### src/design/sssp_pkg.sv
// Shared types, sizes and codes for the single-source shortest path core.
// Used by every module under design/; it depends on nothing else.
package sssp_pkg;

  localparam int MAX_NODES   = 256;
  localparam int MAX_EDGES   = 4096;
  localparam int WEIGHT_BITS = 16;

  // Widths of the command fields as they arrive on the port.
  localparam int ID_BITS     = 8;
  localparam int WFIELD_BITS = 16;

  localparam int NODE_BITS      = $clog2(MAX_NODES);
  localparam int SPAN_BITS      = $clog2(MAX_NODES + 1);
  localparam int EDGE_ADDR_BITS = $clog2(MAX_EDGES);
  localparam int COUNT_BITS     = $clog2(MAX_EDGES + 1);
  localparam int DIST_BITS      = 24;

  localparam logic [DIST_BITS-1:0] DIST_INF = {DIST_BITS{1'b1}};
  localparam logic [DIST_BITS-1:0] DIST_CAP = DIST_INF - DIST_BITS'(1);

  localparam logic [1:0] CMD_ADD   = 2'd0;
  localparam logic [1:0] CMD_CLEAR = 2'd1;
  localparam logic [1:0] CMD_QUERY = 2'd2;

  typedef struct packed {
    logic [1:0]             command;
    logic [ID_BITS-1:0]     edge_from;
    logic [ID_BITS-1:0]     edge_to;
    logic [WFIELD_BITS-1:0] edge_weight;
    logic [ID_BITS-1:0]     query_source;
    logic [ID_BITS-1:0]     query_destination;
  } request_t;

  typedef struct packed {
    logic [DIST_BITS-1:0] distance;
    logic                 reachable;
    logic                 edges_dropped;
  } response_t;

  typedef struct packed {
    logic [NODE_BITS-1:0]   tail;
    logic [NODE_BITS-1:0]   head;
    logic [WEIGHT_BITS-1:0] weight;
  } edge_t;

  typedef struct packed {
    logic                      wr_en;
    logic [EDGE_ADDR_BITS-1:0] wr_addr;
    edge_t                     wr_data;
    logic [EDGE_ADDR_BITS-1:0] rd_addr;
  } edge_req_t;

  typedef struct packed {
    logic                 clear;
    logic                 wr_en;
    logic [NODE_BITS-1:0] wr_addr;
    logic [DIST_BITS-1:0] wr_data;
    logic [NODE_BITS-1:0] rd_addr;
    logic                 settle_en;
    logic [NODE_BITS-1:0] settle_addr;
  } dist_req_t;

  typedef struct packed {
    logic [DIST_BITS-1:0] path_dist;
    logic                 settled;
  } dist_rsp_t;

  typedef enum logic [2:0] {
    ST_IDLE,
    ST_SCAN,
    ST_RELAX,
    ST_FETCH,
    ST_REPLY
  } state_t;

endpackage

### src/design/sssp_engine.sv
// Command decoder and search sequencer: edge count, node span, drop flag,
// minimum scan and edge relaxation pipeline. Uses sssp_pkg; drives both memories.
module sssp_engine (
  input  logic                clk,
  input  logic                rst,
  input  logic                start,
  input  sssp_pkg::request_t  request,
  output logic                busy,
  output sssp_pkg::response_t response,
  output logic                done,
  output sssp_pkg::edge_req_t edge_req,
  input  sssp_pkg::edge_t     edge_rd,
  output sssp_pkg::dist_req_t dist_req,
  input  sssp_pkg::dist_rsp_t dist_rsp
);

  localparam int NB = sssp_pkg::NODE_BITS;
  localparam int SB = sssp_pkg::SPAN_BITS;
  localparam int CB = sssp_pkg::COUNT_BITS;
  localparam int EB = sssp_pkg::EDGE_ADDR_BITS;
  localparam int DB = sssp_pkg::DIST_BITS;
  localparam int WB = sssp_pkg::WEIGHT_BITS;

  sssp_pkg::state_t state, state_next;

  logic [CB-1:0] edge_total, edge_total_next;
  logic [SB-1:0] node_span, node_span_next;
  logic          drop_flag, drop_flag_next;

  logic [SB-1:0] span, span_next;
  logic [NB-1:0] dst, dst_next;
  logic [SB-1:0] scan_idx, scan_idx_next;
  logic          scan_v, scan_v_next;
  logic [NB-1:0] scan_idx_d, scan_idx_d_next;
  logic [NB-1:0] pick, pick_next;
  logic [DB-1:0] pick_d, pick_d_next;
  logic [CB-1:0] edge_idx, edge_idx_next;
  logic          e_v1, e_v1_next;
  logic          e_v2, e_v2_next;
  logic [NB-1:0] head_d, head_d_next;
  logic [WB-1:0] w_d, w_d_next;
  logic          fwd_v, fwd_v_next;
  logic [NB-1:0] fwd_addr, fwd_addr_next;
  logic [DB-1:0] fwd_val, fwd_val_next;

  sssp_pkg::response_t response_next;
  logic                done_next;

  logic          in_range;
  logic [SB-1:0] edge_top;
  logic [SB-1:0] query_span;
  logic          scan_issue;
  logic          edge_issue;
  logic [DB-1:0] cur_dist;
  logic [DB:0]   sum;
  logic [DB-1:0] new_dist;

  always_ff @(posedge clk) begin
    if (rst) begin
      state      <= sssp_pkg::ST_IDLE;
      edge_total <= '0;
      node_span  <= '0;
      drop_flag  <= 1'b0;
      scan_v     <= 1'b0;
      e_v1       <= 1'b0;
      e_v2       <= 1'b0;
      fwd_v      <= 1'b0;
      done       <= 1'b0;
    end else begin
      state      <= state_next;
      edge_total <= edge_total_next;
      node_span  <= node_span_next;
      drop_flag  <= drop_flag_next;
      scan_v     <= scan_v_next;
      e_v1       <= e_v1_next;
      e_v2       <= e_v2_next;
      fwd_v      <= fwd_v_next;
      done       <= done_next;
    end
  end

  always_ff @(posedge clk) begin
    span       <= span_next;
    dst        <= dst_next;
    scan_idx   <= scan_idx_next;
    scan_idx_d <= scan_idx_d_next;
    pick       <= pick_next;
    pick_d     <= pick_d_next;
    edge_idx   <= edge_idx_next;
    head_d     <= head_d_next;
    w_d        <= w_d_next;
    fwd_addr   <= fwd_addr_next;
    fwd_val    <= fwd_val_next;
    response   <= response_next;
  end

  always_comb begin
    in_range = (32'(request.edge_from) < sssp_pkg::MAX_NODES) &&
               (32'(request.edge_to) < sssp_pkg::MAX_NODES);
    edge_top = (request.edge_from > request.edge_to) ?
               SB'(request.edge_from) + SB'(1) : SB'(request.edge_to) + SB'(1);
    query_span = (node_span == '0) ? SB'(1) : node_span;
    scan_issue = scan_idx < span;
    edge_issue = edge_idx < edge_total;
    // The entry written by the previous beat is not yet in the read data.
    cur_dist = (fwd_v && fwd_addr == head_d) ? fwd_val : dist_rsp.path_dist;
    sum      = (DB + 1)'(pick_d) + (DB + 1)'(w_d);
    new_dist = (sum > (DB + 1)'(sssp_pkg::DIST_CAP)) ? sssp_pkg::DIST_CAP : sum[DB-1:0];

    state_next      = state;
    edge_total_next = edge_total;
    node_span_next  = node_span;
    drop_flag_next  = drop_flag;
    span_next       = span;
    dst_next        = dst;
    scan_idx_next   = scan_idx;
    scan_v_next     = 1'b0;
    scan_idx_d_next = scan_idx[NB-1:0];
    pick_next       = pick;
    pick_d_next     = pick_d;
    edge_idx_next   = edge_idx;
    e_v1_next       = 1'b0;
    e_v2_next       = 1'b0;
    head_d_next     = head_d;
    w_d_next        = w_d;
    fwd_v_next      = 1'b0;
    fwd_addr_next   = fwd_addr;
    fwd_val_next    = fwd_val;
    response_next   = response;
    done_next       = 1'b0;

    edge_req.wr_en          = 1'b0;
    edge_req.wr_addr        = edge_total[EB-1:0];
    edge_req.wr_data.tail   = NB'(request.edge_from);
    edge_req.wr_data.head   = NB'(request.edge_to);
    edge_req.wr_data.weight = WB'(request.edge_weight);
    edge_req.rd_addr        = edge_idx[EB-1:0];

    dist_req.clear       = 1'b0;
    dist_req.wr_en       = 1'b0;
    dist_req.wr_addr     = NB'(request.query_source);
    dist_req.wr_data     = '0;
    dist_req.rd_addr     = scan_idx[NB-1:0];
    dist_req.settle_en   = 1'b0;
    dist_req.settle_addr = pick;

    unique case (state)
      sssp_pkg::ST_IDLE: begin
        if (start) begin
          unique case (request.command)
            sssp_pkg::CMD_ADD: begin
              if (in_range) begin
                if (32'(edge_total) == sssp_pkg::MAX_EDGES) begin
                  drop_flag_next = 1'b1;
                end else begin
                  edge_req.wr_en  = 1'b1;
                  edge_total_next = edge_total + CB'(1);
                  if (edge_top > node_span) begin
                    node_span_next = edge_top;
                  end
                end
              end
            end
            sssp_pkg::CMD_CLEAR: begin
              edge_total_next = '0;
              node_span_next  = '0;
              drop_flag_next  = 1'b0;
            end
            sssp_pkg::CMD_QUERY: begin
              if (SB'(request.query_source) < query_span &&
                  SB'(request.query_destination) < query_span) begin
                dist_req.clear = 1'b1;
                dist_req.wr_en = 1'b1;
                span_next      = query_span;
                dst_next       = NB'(request.query_destination);
                scan_idx_next  = '0;
                pick_d_next    = sssp_pkg::DIST_INF;
                state_next     = sssp_pkg::ST_SCAN;
              end else begin
                response_next.distance      = sssp_pkg::DIST_INF;
                response_next.reachable     = 1'b0;
                response_next.edges_dropped = drop_flag;
                done_next                   = 1'b1;
              end
            end
            default: begin
            end
          endcase
        end
      end

      sssp_pkg::ST_SCAN: begin
        if (scan_issue) begin
          scan_idx_next = scan_idx + SB'(1);
          scan_v_next   = 1'b1;
        end
        if (scan_v && !dist_rsp.settled && dist_rsp.path_dist < pick_d) begin
          pick_d_next = dist_rsp.path_dist;
          pick_next   = scan_idx_d;
        end
        if (!scan_issue && !scan_v) begin
          if (pick_d != sssp_pkg::DIST_INF) begin
            dist_req.settle_en = 1'b1;
            edge_idx_next      = '0;
            state_next         = sssp_pkg::ST_RELAX;
          end else begin
            state_next = sssp_pkg::ST_FETCH;
          end
        end
      end

      sssp_pkg::ST_RELAX: begin
        if (edge_issue) begin
          edge_idx_next = edge_idx + CB'(1);
          e_v1_next     = 1'b1;
        end
        if (e_v1 && edge_rd.tail == pick && SB'(edge_rd.head) < span) begin
          dist_req.rd_addr = edge_rd.head;
          e_v2_next        = 1'b1;
          head_d_next      = edge_rd.head;
          w_d_next         = edge_rd.weight;
        end
        if (e_v2 && new_dist < cur_dist) begin
          dist_req.wr_en   = 1'b1;
          dist_req.wr_addr = head_d;
          dist_req.wr_data = new_dist;
          fwd_v_next       = 1'b1;
          fwd_addr_next    = head_d;
          fwd_val_next     = new_dist;
        end
        if (!edge_issue && !e_v1 && !e_v2) begin
          scan_idx_next = '0;
          pick_d_next   = sssp_pkg::DIST_INF;
          state_next    = sssp_pkg::ST_SCAN;
        end
      end

      sssp_pkg::ST_FETCH: begin
        dist_req.rd_addr = dst;
        state_next       = sssp_pkg::ST_REPLY;
      end

      sssp_pkg::ST_REPLY: begin
        response_next.distance      = dist_rsp.path_dist;
        response_next.reachable     = dist_rsp.path_dist != sssp_pkg::DIST_INF;
        response_next.edges_dropped = drop_flag;
        done_next                   = 1'b1;
        state_next                  = sssp_pkg::ST_IDLE;
      end

      default: begin
        state_next = sssp_pkg::ST_IDLE;
      end
    endcase
  end

  assign busy = state != sssp_pkg::ST_IDLE;

  a_done_idle: assert property (@(posedge clk) disable iff (rst)
    done |-> state == sssp_pkg::ST_IDLE)
    else $error("result strobe outside the idle state");

  a_reach_code: assert property (@(posedge clk) disable iff (rst)
    done |-> (response.reachable == (response.distance != sssp_pkg::DIST_INF)))
    else $error("reachable flag disagrees with distance code");

  a_count_bound: assert property (@(posedge clk) disable iff (rst)
    32'(edge_total) <= sssp_pkg::MAX_EDGES)
    else $error("edge count beyond store depth");

  a_relax_drain: assert property (@(posedge clk) disable iff (rst)
    (e_v1 || e_v2) |-> state == sssp_pkg::ST_RELAX)
    else $error("relax pipeline beat outside relax phase");

  a_scan_drain: assert property (@(posedge clk) disable iff (rst)
    scan_v |-> state == sssp_pkg::ST_SCAN)
    else $error("scan beat outside scan phase");

endmodule

### config.mk
export PLATFORM = sky130hd
export DESIGN_NAME = sssp_engine
export DESIGN_NICKNAME = d
export VERILOG_FILES = /design/src/design/sssp_pkg.sv /design/src/design/sssp_engine.sv
export SDC_FILE = /design/constraint.sdc
export NUM_CORES = 1
export LEC_CHECK = 0
export ABC_AREA = 1
export ABC_CLOCK_PERIOD_IN_PS = 15760
export BUFFER_PORTS_ARGS = -buffer_cell sky130_fd_sc_hd__buf_2
export CORE_ASPECT_RATIO = 0.8
export CORE_MARGIN = 8
export CORE_UTILIZATION = 30
export CTS_BUF_LIST = sky130_fd_sc_hd__clkbuf_2 sky130_fd_sc_hd__clkbuf_4 sky130_fd_sc_hd__clkbuf_8
export CTS_CLUSTER_DIAMETER = 30
export DETAILED_ROUTE_END_ITERATION = 10
export SYNTH_ARGS = -nofsm -noshare
export SYNTH_HDL_FRONTEND = slang
export SYNTH_SLANG_ARGS = --single-unit
### constraint.sdc
create_clock -name clk -period 15.76 [get_ports clk]
set_clock_uncertainty 0.2 [all_clocks]
set_input_delay 0.788 -clock clk [delete_from_list [all_inputs] [get_ports clk]]
set_output_delay 0.788 -clock clk [all_outputs]
set_load 0.03 [all_outputs]
==> results of run 1 <==
==> critical path, delay by kind of cell (launching register included) <==
| kind | cells | cell delay (ns) |
|---|---|---|
| and+or+nand+nor | 16 | 1.94 |
| adders and majority gates | 3 | 0.91 |
| AOI/OAI and AO/OA | 5 | 1.26 |
| DFF | 1 | 0.41 |
| buffers and inverters | 4 | 0.76 |
==> flip-flops by register name, indices dropped and copies added (netlist names), 3 cells and up <==
register and count:
response 26, pick 8, span 9, fwd_addr 8, edge_total 13, edge_idx 13, scan_idx 9, w_d 16
state 3, head_d 8, scan_idx_d 8, pick_d 24, node_span 9, fwd_val 24, dst 8
==> stage by stage <==
step                      instances  worst slack [ns]  utilization
after floorplan                1556             10.58            -
after global placement         2246              9.68        0.336
after detailed placement       2246              9.45        0.336
after CTS                      2278              8.85        0.345
after global routing           2278              8.33        0.345
final                          2280              8.94        0.345
==> metal layers <==
metal	GRT usage	share of wire
met1	0.197	0.45
met4	0.0298	0.011
met3	0.0392	0.066
met2	0.257	0.48
met5	0	0.00091
==> cells by family after synthesis <==
logic type	after synthesis	synth area share
AOI/OAI and AO/OA	212	0.0931
xor gates and xnor gates	18	0.0129
adders and majority gates	126	0.124
buffers and inverters	348	0.120
DFF	192	0.419
muxes	1	0.000878
and+or+nand+nor	659	0.230
==> power groups by stage <==
stage | registers [mW] | clock network, mW | logic (mW)
after global routing | 0.550 | 0.358 | 0.137
final | 0.549 | 0.331 | 0.119
after detailed placement | 0.561 | 0 | 0.120
after CTS | 0.549 | 0.340 | 0.121
after floorplan | 0.560 | 0 | 0.0875
after global placement | 0.561 | 0 | 0.117
==> path summary, 6_finish.rpt <==
kind	start	end	slack, ns	depth (start not counted)
worst max-delay path	pick_d[0]	dist_req[21]	8.94	28
worst min-delay path	scan_idx_d[3]	pick[3]	0.21	0
worst max register to register	pick_d[0]	fwd_val[3]	9.77	28
worst min register to register	scan_idx_d[3]	pick[3]	0.21	0
==> layout make-up <==
| cell class | instances | area (um2) | area share |
|---|---|---|---|
| inverter | 263 | 987 | 0.0681 |
| antenna | 2 | 5.00 | 0.000345 |
| timing repair buffer | 223 | 1140 | 0.0787 |
| clock inverter | 15 | 148 | 0.0102 |
| tap | 552 | 691 | 0.0476 |
| multi-input combinational | 1016 | 5920 | 0.408 |
| clock buffer | 17 | 234 | 0.0161 |
| sequential | 192 | 5380 | 0.371 |
==> placed cells by master (no fill, tap or decap), types with 25 or more instances in the layout <==
cell	n
inv_1	255
edfxtp_1	153
nand2_1	360
ha_1	125
nand3_1	60
buf_2	213
o21ai_0	64
nand4_1	25
nor2_1	112
a21oi_1	97
dfxtp_1	39
==> reports/qor.yml, run 1 <==
detailed_routing:
  ant_nets: 0
  first_iter_violations: 765
  via_per_inst: 4.73
  wl_per_cell_um: 16.9
  wl_mm: 38.5
  drc: 0
  dr.pass1.iters: 6
  vias: 10800
synth:
  yosysTopAreaCell: "edfxtp_1"
  syn-num-nets: 1792
  seq_area_frac_synth: 0.419
  synth_edf_count: 153
  synth.distinct_cells: 57
  postSynthRegisterBits: 192
  yosysTopAreaCellShare: 0.358
  synthCells: 1556
  avgSynthCellArea_um2: 8.24
  yosysWarnings: 0
  netlist_area_um2: 12800
  yosys-top-cells-area: "edfxtp_1 (36%), ha_1 (12%), nand2_1 (11%), inv_1 (7.5%), dfxtp_1 (6.1%)"
  yosysMostFrequentCell: "nand2_1"
  synth_common_cells: "nand2_1 (360), inv_1 (255), edfxtp_1 (153), ha_1 (125), nor2_1 (114)"
  synth-async-reset-ratio: 0
  ys.flop_type: "edfxtp_1"
clock_network:
  clk_latency_ns: 0.52
  cts_resized: 0
  cts-root-buf: "clkbuf_8"
  cts_tree: "done"
  numCtsBuffers: 17
  ctsHoldBuffers: 0
  cts.sinks: 192
  cts.path.max_buffers: 2
  h-tree-depth: 4
  cts.reportedPaths.clkPinSlew_ns: 0.11
  post_cts_buffers: 0
global_route:
  overflow: 0
  grt_pass1_wl_mm: 59.3
  antenna_found_initial: 4
  grt_max_degree: 48
  grt_util_all_layers: 0.153
  grt_pass1_vias: 10600
timing:
  fmax_mhz: 147
  layout_worst_path_cycle_share: 0.433
  finalMaxSlewViolations: 0
  hold_slack_ns: 0.214
  fin_tns_setup_ns: 0
  tightestPinTransition_ns: 1.07
  post-route-min-period_ns: 6.82
  relSlewSlack: 0.281
  grt_setup_unrepaired: "no"
  finalSetupViolCount: 0
  hold_viol_final: 0
worst_setup_path:
  critPathRequiredTime_ns: 14.77
  crit_type: "register to output port"
  slowest_delay_ns: 0.72
  crit_arrival_ns: 5.83
  cp-start-kind: "register"
  crit_top_cell: "nand2_1"
  crit_path_max_fanout: 35
  end_kind: "output port"
  cp_slowest_cell: "a211oi_2"
placement:
  place_hpwl_mm: 31.7
  placed_area_um2: 14100
  port_buffers: 213
  place.gp.congestion: 0.899
die:
  die_y_um: 201
  io_pins: 246
  core_area_um2: 42000
  rows: 67
  chipWidth_um: 247
  initial_core_util: 0.305
  dieArea_um2: 49600
finish:
  fin_nets: 1949
  drive_above_1_share: 0.187
  final_area_um2: 14500
  syn2layout_area_growth_pct: 13.1
  fillers: 4396
pwr:
  total_power_mw: 1.00
  peakVddDrop_mv: 0.0570
  p_leak_nw: 6.58
  swShare: 0.281
  power_density_nw_per_um2: 69.0
  internal-power_mw: 0.719
  p_clk_frac: 0.331
  power.switching_mw: 0.281
  pwr-share-seq: 0.549
  pwr-share-comb: 0.119
run_status:
  status: "completed"
hold_path:
  hold_class: "register to register"
job:
  drv_cap: 0
Power figures use the tool's default switching activity.
==> inputs of run 2 (changes only) <==
--- a/config.mk
+++ b/config.mk
@@ -6,7 +6,7 @@
 export NUM_CORES = 1
 export LEC_CHECK = 0
 export ABC_AREA = 1
-export ABC_CLOCK_PERIOD_IN_PS = 15760
+export ABC_CLOCK_PERIOD_IN_PS = 6200
 export BUFFER_PORTS_ARGS = -buffer_cell sky130_fd_sc_hd__buf_2
 export CORE_ASPECT_RATIO = 0.8
 export CORE_MARGIN = 8
==> constraint.sdc (replaced) <==
create_clock -name clk -period 6.2 [get_ports clk]
set_clock_uncertainty 0.2 [all_clocks]
set_input_delay 0.31 -clock clk [delete_from_list [all_inputs] [get_ports clk]]
set_output_delay 0.31 -clock clk [all_outputs]
set_load 0.03 [all_outputs]
==> reports/qor.yml, run 2 (same netlist as run 1, synthesis figures left out) <==
worst_setup_path:
  end_kind: "output port"
  r2r-end: "fwd_val[5]"
  reg2reg_from: "pick_d[0]"
  critPathRequiredTime_ns: 5.69  # -9.08 ns
  crit_arrival_ns: 5.27  # -0.56 ns
  crit_path_max_fanout: 17  # -51%
  rrSetupSlack_ns: 0.83  # -8.94 ns
  setup.worst_path.start: "pick_d[0]"
  r2r_cells: 29  # +3.6%
  cp-start-kind: "register"
  crit_type: "register to output port"
  critPathCapture: "dist_req[41]"
die:
  die_y_um: 201  # unchanged
  rows: 67  # unchanged
  io_pins: 246  # unchanged
  dieArea_um2: 49600  # unchanged
  chipWidth_um: 247  # unchanged
  initial_core_util: 0.305  # unchanged
  core_area_um2: 42000  # unchanged
finish:
  drive_above_1_share: 0.186  # -0.000896
  reg_top3: "response (26), fwd_val (24), pick_d (24)"
  syn2layout_area_growth_pct: 18.1
  post-route-util: 0.361  # +0.0154
  fillers: 4292  # -2.4%
  largest_reg_flops: 26  # unchanged
  fin_nets: 2011  # +3.2%
  largest-register: "response"
  final_common_cell: "nand2_1"
  mostFrequentLayoutCells: "nand2_1 (359), inv_1 (254), buf_2 (213)"
pwr:
  peakVddDrop_mv: 0.153  # +170%
  p_leak_nw: 6.84  # +3.9%
  power_density_nw_per_um2: 171  # +150%
global_route:
  grt_pass1_wl_mm: 61.2  # +3.3%
  antenna_found_initial: 1  # -3
  overflow: 0  # unchanged
  grt_util_all_layers: 0.158  # +0.00460
  grt_pass1_vias: 11100  # +4.3%
  grt_max_degree: 41  # -15%
timing:
  finalSetupViolCount: 0  # unchanged
  hold_viol_final: 0  # unchanged
  relSlewSlack: 0.186  # -0.0951
  grt_setup_unrepaired: "no"
  layout_worst_path_cycle_share: 0.932
  post-route-min-period_ns: 5.78
  finalMaxSlewViolations: 0  # unchanged
  fmax_mhz: 173
  tightestPinTransition_ns: 1.22  # +0.147 ns
  fin_tns_setup_ns: 0  # unchanged
detailed_routing:
  vias: 11000  # +2.3%
  ant_nets: 0  # unchanged
  wl_mm: 39.7  # +3.1%
  drc: 0  # unchanged
  first_iter_violations: 869  # +14%
  wl_per_cell_um: 17.0  # +0.44%
  via_per_inst: 4.72  # -0.33%
  dr.pass1.iters: 5  # -1
job:
  drv_cap: 0  # unchanged
clock_network:
  h-tree-depth: 4  # unchanged
  cts-root-buf: "clkbuf_8"
  cts.reportedPaths.clkPinSlew_ns: 0.13  # +0.02 ns
  numCtsBuffers: 17  # unchanged
  cts.sinks: 192  # unchanged
  clk_latency_ns: 0.55  # +0.03 ns
  cts.path.max_buffers: 2  # unchanged
  cts_tree: "done"
placement:
  place_hpwl_mm: 31.9  # +0.74%
  place.gp.congestion: 0.902  # +0.32%
  port_buffers: 213  # unchanged
hold_path:
  hold_class: "primary input to register"
run_status:
  status: "completed"
-- run 2: cell types whose count changed in the layout (fill, tap and decap cells not counted), sizes merged --
| cell | delta |
|---|---|
| buf | +3 |
| bufinv | -1 |
| clkinv | +3 |
| clkinvlp | +1 |
| diode | -1 |
| dlygate4sd3 | +57 |
| inv | -2 |
| nand2 | +1 |
-- run 2: cell type report --
cell class / instances / area (um2) / area share
timing repair inverter: 1 / 7.51 / 0.000496
clock buffer: 17 / 234 / 0.0154
timing repair buffer: 283 / 1730 / 0.114
clock inverter: 15 / 164 / 0.0108
antenna: 1 / 2.50 / 0.000165
tap: 552 / 691 / 0.0456
multi-input combinational: 1017 / 5950 / 0.393
inverter: 263 / 991 / 0.0654
sequential: 192 / 5380 / 0.355
-- run 2: metrics by stage --
step	std cells	power [mW]	setup slack, ns	area [um2]	hold WS [ns]
2_1_floorplan	1556	1.65	1.05	12800	0.186
3_3_place_gp	2246	1.72	0.710	14100	0.191
3_5_place_dp	2246	1.73	0.530	14100	0.194
4_1_cts	2335	2.61	0.0622	15100	0.0239
5_1_grt	2341	2.70	0.0243	15100	0.0783
6_report	2341	2.58	0.422	15100	0.0633
-- run 2: metal layers --
layer  part of all wire  global-route usage
met5                  0                   0
met4              0.017              0.0380
met3              0.066              0.0375
met2               0.47               0.262
met1               0.45               0.204
-- run 2: how the worst min path moves through the flow --
stage | start | slack (ns) | depth (start not counted) | end
after global placement | scan_idx_d[4] | 0.19 | 0 | pick[4]
after CTS | request[48] | 0.02 | 4 | done
final | request[48] | 0.06 | 4 | done
after floorplan | scan_idx_d[0] | 0.19 | 0 | pick[0]
after global routing | request[48] | 0.08 | 4 | done
after detailed placement | scan_idx_d[2] | 0.19 | 0 | pick[2]
-- run 2: worst max-delay path, stage by stage, from the launching register on --
cell and delay (ns):
edfxtp_1 0.43, ha_1 0.19, inv_1 0.05, fa_1 0.40, inv_1 0.12, nand3_1 0.10
nand2_1 0.12, nand2_1 0.09, nand2_1 0.10, nand2_1 0.10, a21oi_1 0.26, nor2_1 0.08
nand2_1 0.06, nor2_1 0.05, nand4_2 0.10, nand2_4 0.14, nor2_2 0.25, inv_1 0.11
ha_1 0.31, nand2_1 0.06, nor2_1 0.12, nand4_1 0.15, nor4b_2 0.40, nand2_4 0.19
nand2_4 0.37, nand2_1 0.09, nand2_1 0.06, buf_2 0.19
-- run 2: what timing repair did --
action / CTS / global route
endpoints found under the hold margin: 96 / 0
setup endpoints to repair: 14 / 33
pin swaps: 0 / 1
setup buffers: 0 / 3
hold buffers: 57 / 0
resized for setup: 1 / 6
cloned: 0 / 2
-- run 2: where the power goes --
part           internal [mW]  switching [mW]
logic                  0.134           0.202
registers               1.39         0.00899
clock network          0.304           0.548
total                   1.83           0.759
==> inputs of run 3 (changes only) <==
--- a/config.mk
+++ b/config.mk
@@ -5,7 +5,6 @@
 export SDC_FILE = /design/constraint.sdc
 export NUM_CORES = 1
 export LEC_CHECK = 0
-export ABC_AREA = 1
 export ABC_CLOCK_PERIOD_IN_PS = 6200
 export BUFFER_PORTS_ARGS = -buffer_cell sky130_fd_sc_hd__buf_2
 export CORE_ASPECT_RATIO = 0.8
==> reports/qor.yml, run 3 <==
run_status:
  status: "completed"
hold_path:
  hold_class: "primary input to register"
synth:
  ys.flop_type: "edfxtp_1"
  yosysWarnings: 0  # unchanged
  synth-async-reset-ratio: 0  # unchanged
  yosysMostFrequentCell: "edfxtp_1"
  synthCells: 1249  # -20%
  synth_edf_count: 153  # unchanged
  netlist_area_um2: 12600  # -1.9%
  yosysTopAreaCell: "edfxtp_1"
  seq_area_frac_synth: 0.427  # +0.00796
  postSynthRegisterBits: 192  # unchanged
  synth.distinct_cells: 69  # +21%
  yosysTopAreaCellShare: 0.365  # +0.00681
  syn-num-nets: 1485  # -17%
  avgSynthCellArea_um2: 10.1  # +22%
  synth_common_cells: "edfxtp_1 (153), ha_1 (125), nor2_1 (91), inv_1 (84), nand2_1 (76)"
  yosys-top-cells-area: "edfxtp_1 (37%), ha_1 (12%), dfxtp_1 (6.2%), buf_4 (3.4%), nand2b_1 (2.8%)"
finish:
  largest_reg_flops: 26  # unchanged
  drive_above_1_share: 0.224  # +0.0375
  largest-register: "response"
  post-route-util: 0.365  # +0.00449
  mostFrequentLayoutCells: "buf_2 (207), edfxtp_1 (153), ha_1 (116)"
  final_common_cell: "buf_2"
  reg_top3: "response (26), fwd_val (24), pick_d (24)"
  fin_nets: 1711  # -15%
  syn2layout_area_growth_pct: 20.9
  diodes: 0  # -1
die:
  core_area_um2: 41700  # -0.80%
  rows: 67  # unchanged
  die_y_um: 199  # -0.86%
  initial_core_util: 0.302  # -0.00328
  io_pins: 246  # unchanged
  dieArea_um2: 48800  # -1.7%
  chipWidth_um: 245  # -0.88%
global_route:
  grtUsageMet1: 0.238  # +0.0342
  use_met3: 0.0411  # +0.00364
  antenna_found_initial: 1  # unchanged
  grt.met2_usage: 0.235  # -0.0272
  grt_util_all_layers: 0.163  # +0.00478
  grt.busiest_layer: "met1"
  grt_pass1_wl_mm: 61.1  # -0.20%
  grt_max_degree: 34  # -17%
  grt_pass1_vias: 9955  # -10%
  overflow: 0  # unchanged
placement:
  place.gp.congestion: 0.928  # +2.9%
  place_hpwl_mm: 32.3  # +1.1%
  port_buffers: 213  # unchanged
pwr:
  pwr-share-seq: 0.541  # about the same
  peakVddDrop_mv: 0.111  # -27%
  p_leak_nw: 6.06  # -12%
  power_density_nw_per_um2: 170  # -0.19%
  internal-power_mw: 1.85  # +1.2%
  total_power_mw: 2.59  # +0.25%
  power.switching_mw: 0.744  # -2.0%
  swShare: 0.287  # -0.00654
  pwr-share-comb: 0.137  # +0.007
  p_clk_frac: 0.322  # -0.008
detailed_routing:
  first_iter_violations: 887  # +2.1%
  wl_per_cell_um: 20.0  # +18%
  ant_nets: 0  # unchanged
  dr.pass1.iters: 7  # +2
  drc: 0  # unchanged
  vias: 10300  # -7.1%
  wl_mm: 40.9  # +2.9%
  via_per_inst: 5.03  # +6.6%
clock_network:
  cts_tree: "done"
  h-tree-depth: 4  # unchanged
  clk_latency_ns: 0.51  # -0.04 ns
  cts.reportedPaths.clkPinSlew_ns: 0.12  # about the same
  numCtsBuffers: 17  # unchanged
  cts.sinks: 192  # unchanged
  cts-root-buf: "clkbuf_8"
  cts.path.max_buffers: 2  # unchanged
worst_setup_path:
  critPathRequiredTime_ns: 5.69  # about the same
  end_kind: "output port"
  crit_arrival_ns: 5.44  # +0.17 ns
  crit_type: "register to output port"
  cp-start-kind: "register"
  crit_path_max_fanout: 8  # -9
  rrSetupSlack_ns: 0.97  # +0.14 ns
timing:
  hold_viol_final: 0  # unchanged
  finalMaxSlewViolations: 0  # unchanged
  tightestPinTransition_ns: 0.892  # -0.325 ns
  layout_worst_path_cycle_share: 0.960  # +0.0285
  finalSetupViolCount: 0  # unchanged
  relSlewSlack: 0.404  # +0.218
  post-route-min-period_ns: 5.95  # +0.177 ns
  fmax_mhz: 168  # -3.0%
job:
  drv_cap: 0  # unchanged
## run 3: changes by cell type in the layout (fill, tap and decap cells not counted), moves of 30 or more
cell,previous run,this run
a21o_1,2,36
a21oi_1,97,60
inv_1,254,83
nand2_1,359,76
nand2b_1,0,55
o21ai_0,64,34
## run 3: worst max-delay path, cell delays in order (launching register included)
cell and delay (ns):
edfxtp_1 0.42, ha_2 0.20, inv_1 0.06, fa_2 0.38, nand2b_4 0.17, a2111oi_4 0.39, a22oi_2 0.18, o21ai_1 0.15
buf_4 0.17, nand3_4 0.10, a21oi_1 0.49, ha_1 0.22, nand4_1 0.12, nor2_1 0.26, nand3_2 0.19, o221ai_1 0.23
nor3b_2 0.07, buf_4 0.15, o31ai_4 0.09, a31oi_4 0.07, buf_6 0.16, a22o_1 0.17, a221o_1 0.30, clkbuf_4 0.20
## run 3: logic make-up after synthesis
logic type,Yosys count,synth area share
AO/OA/AOI/OAI,249,0.140
XOR/XNOR,67,0.0466
adder cells (fa/ha/maj),126,0.126
buffers and inverters,182,0.0719
flip-flops,192,0.427
multiplexers,27,0.0217
AND/OR/NAND/NOR,406,0.167
## run 3: layout make-up
| cell class | count | area (um2) |
|---|---|---|
| Fill cell | 4123 | 26500 |
| Tap cell | 552 | 691 |
| Inverter | 84 | 319 |
| Clock buffer | 19 | 253 |
| Clock inverter | 13 | 115 |
| Multi-Input combinational cell | 875 | 6520 |
| Sequential cell | 192 | 5380 |
| Timing Repair Buffer | 305 | 1940 |
## run 3: per-stage QoR
step | instances | setup TNS (ns) | cell area (um2) | hold WS [ns] | setup slack [ns]
5_1_grt | 2040 | -0.0142 | 15200 | 0.00395 | -0.0100
3_5_place_dp | 1944 | -0.800 | 14000 | 0.198 | -0.115
3_3_place_gp | 1944 | 0 | 14000 | 0.193 | 0.0736
6_report | 2040 | 0 | 15200 | 0.00823 | 0.245
2_1_floorplan | 1249 | 0 | 12600 | 0.182 | 0.215
4_1_cts | 2035 | 0 | 15000 | 0.00155 | 0.0402
## run 3: path summary, 6_finish.rpt
path	to	depth (start not counted)	from
max reg2reg	fwd_val[18]	21	pick_d[7]
min	response[24]	2	dist_rsp[23]
min reg2reg	pick[1]	0	scan_idx_d[1]
max	dist_req[47]	23	pick_d[0]
## run 3: what timing repair did
| item | 4_1_cts | 5_1_grt |
|---|---|---|
| hold buffers | 56 | 0 |
| gates resized for setup | 14 | 36 |
| endpoints found under the setup margin | 34 | 33 |
| buffers inserted | 3 | 5 |
| hold endpoints to repair | 85 | 0 |
| pin swaps | 1 | 10 |
## run 3: power groups by stage
stage               Clock, mW  Sequential, mW  Combinational [mW]
global placement            0            1.43               0.315
CTS                     0.859            1.40               0.351
detailed placement          0            1.43               0.320
floorplan                   0            1.43               0.219
global route            0.909            1.40               0.391
finish                  0.834            1.40               0.354
## run 3: per-layer routing
metal  routed length [um]  vias to the layer above  part of all wire
li1                     -                     4973                 -
met1                20300                     4901              0.50
met2                17300                      340              0.42
met3                 2650                       41             0.065
met4                  572                        0             0.014
met5                    0                        -                 0
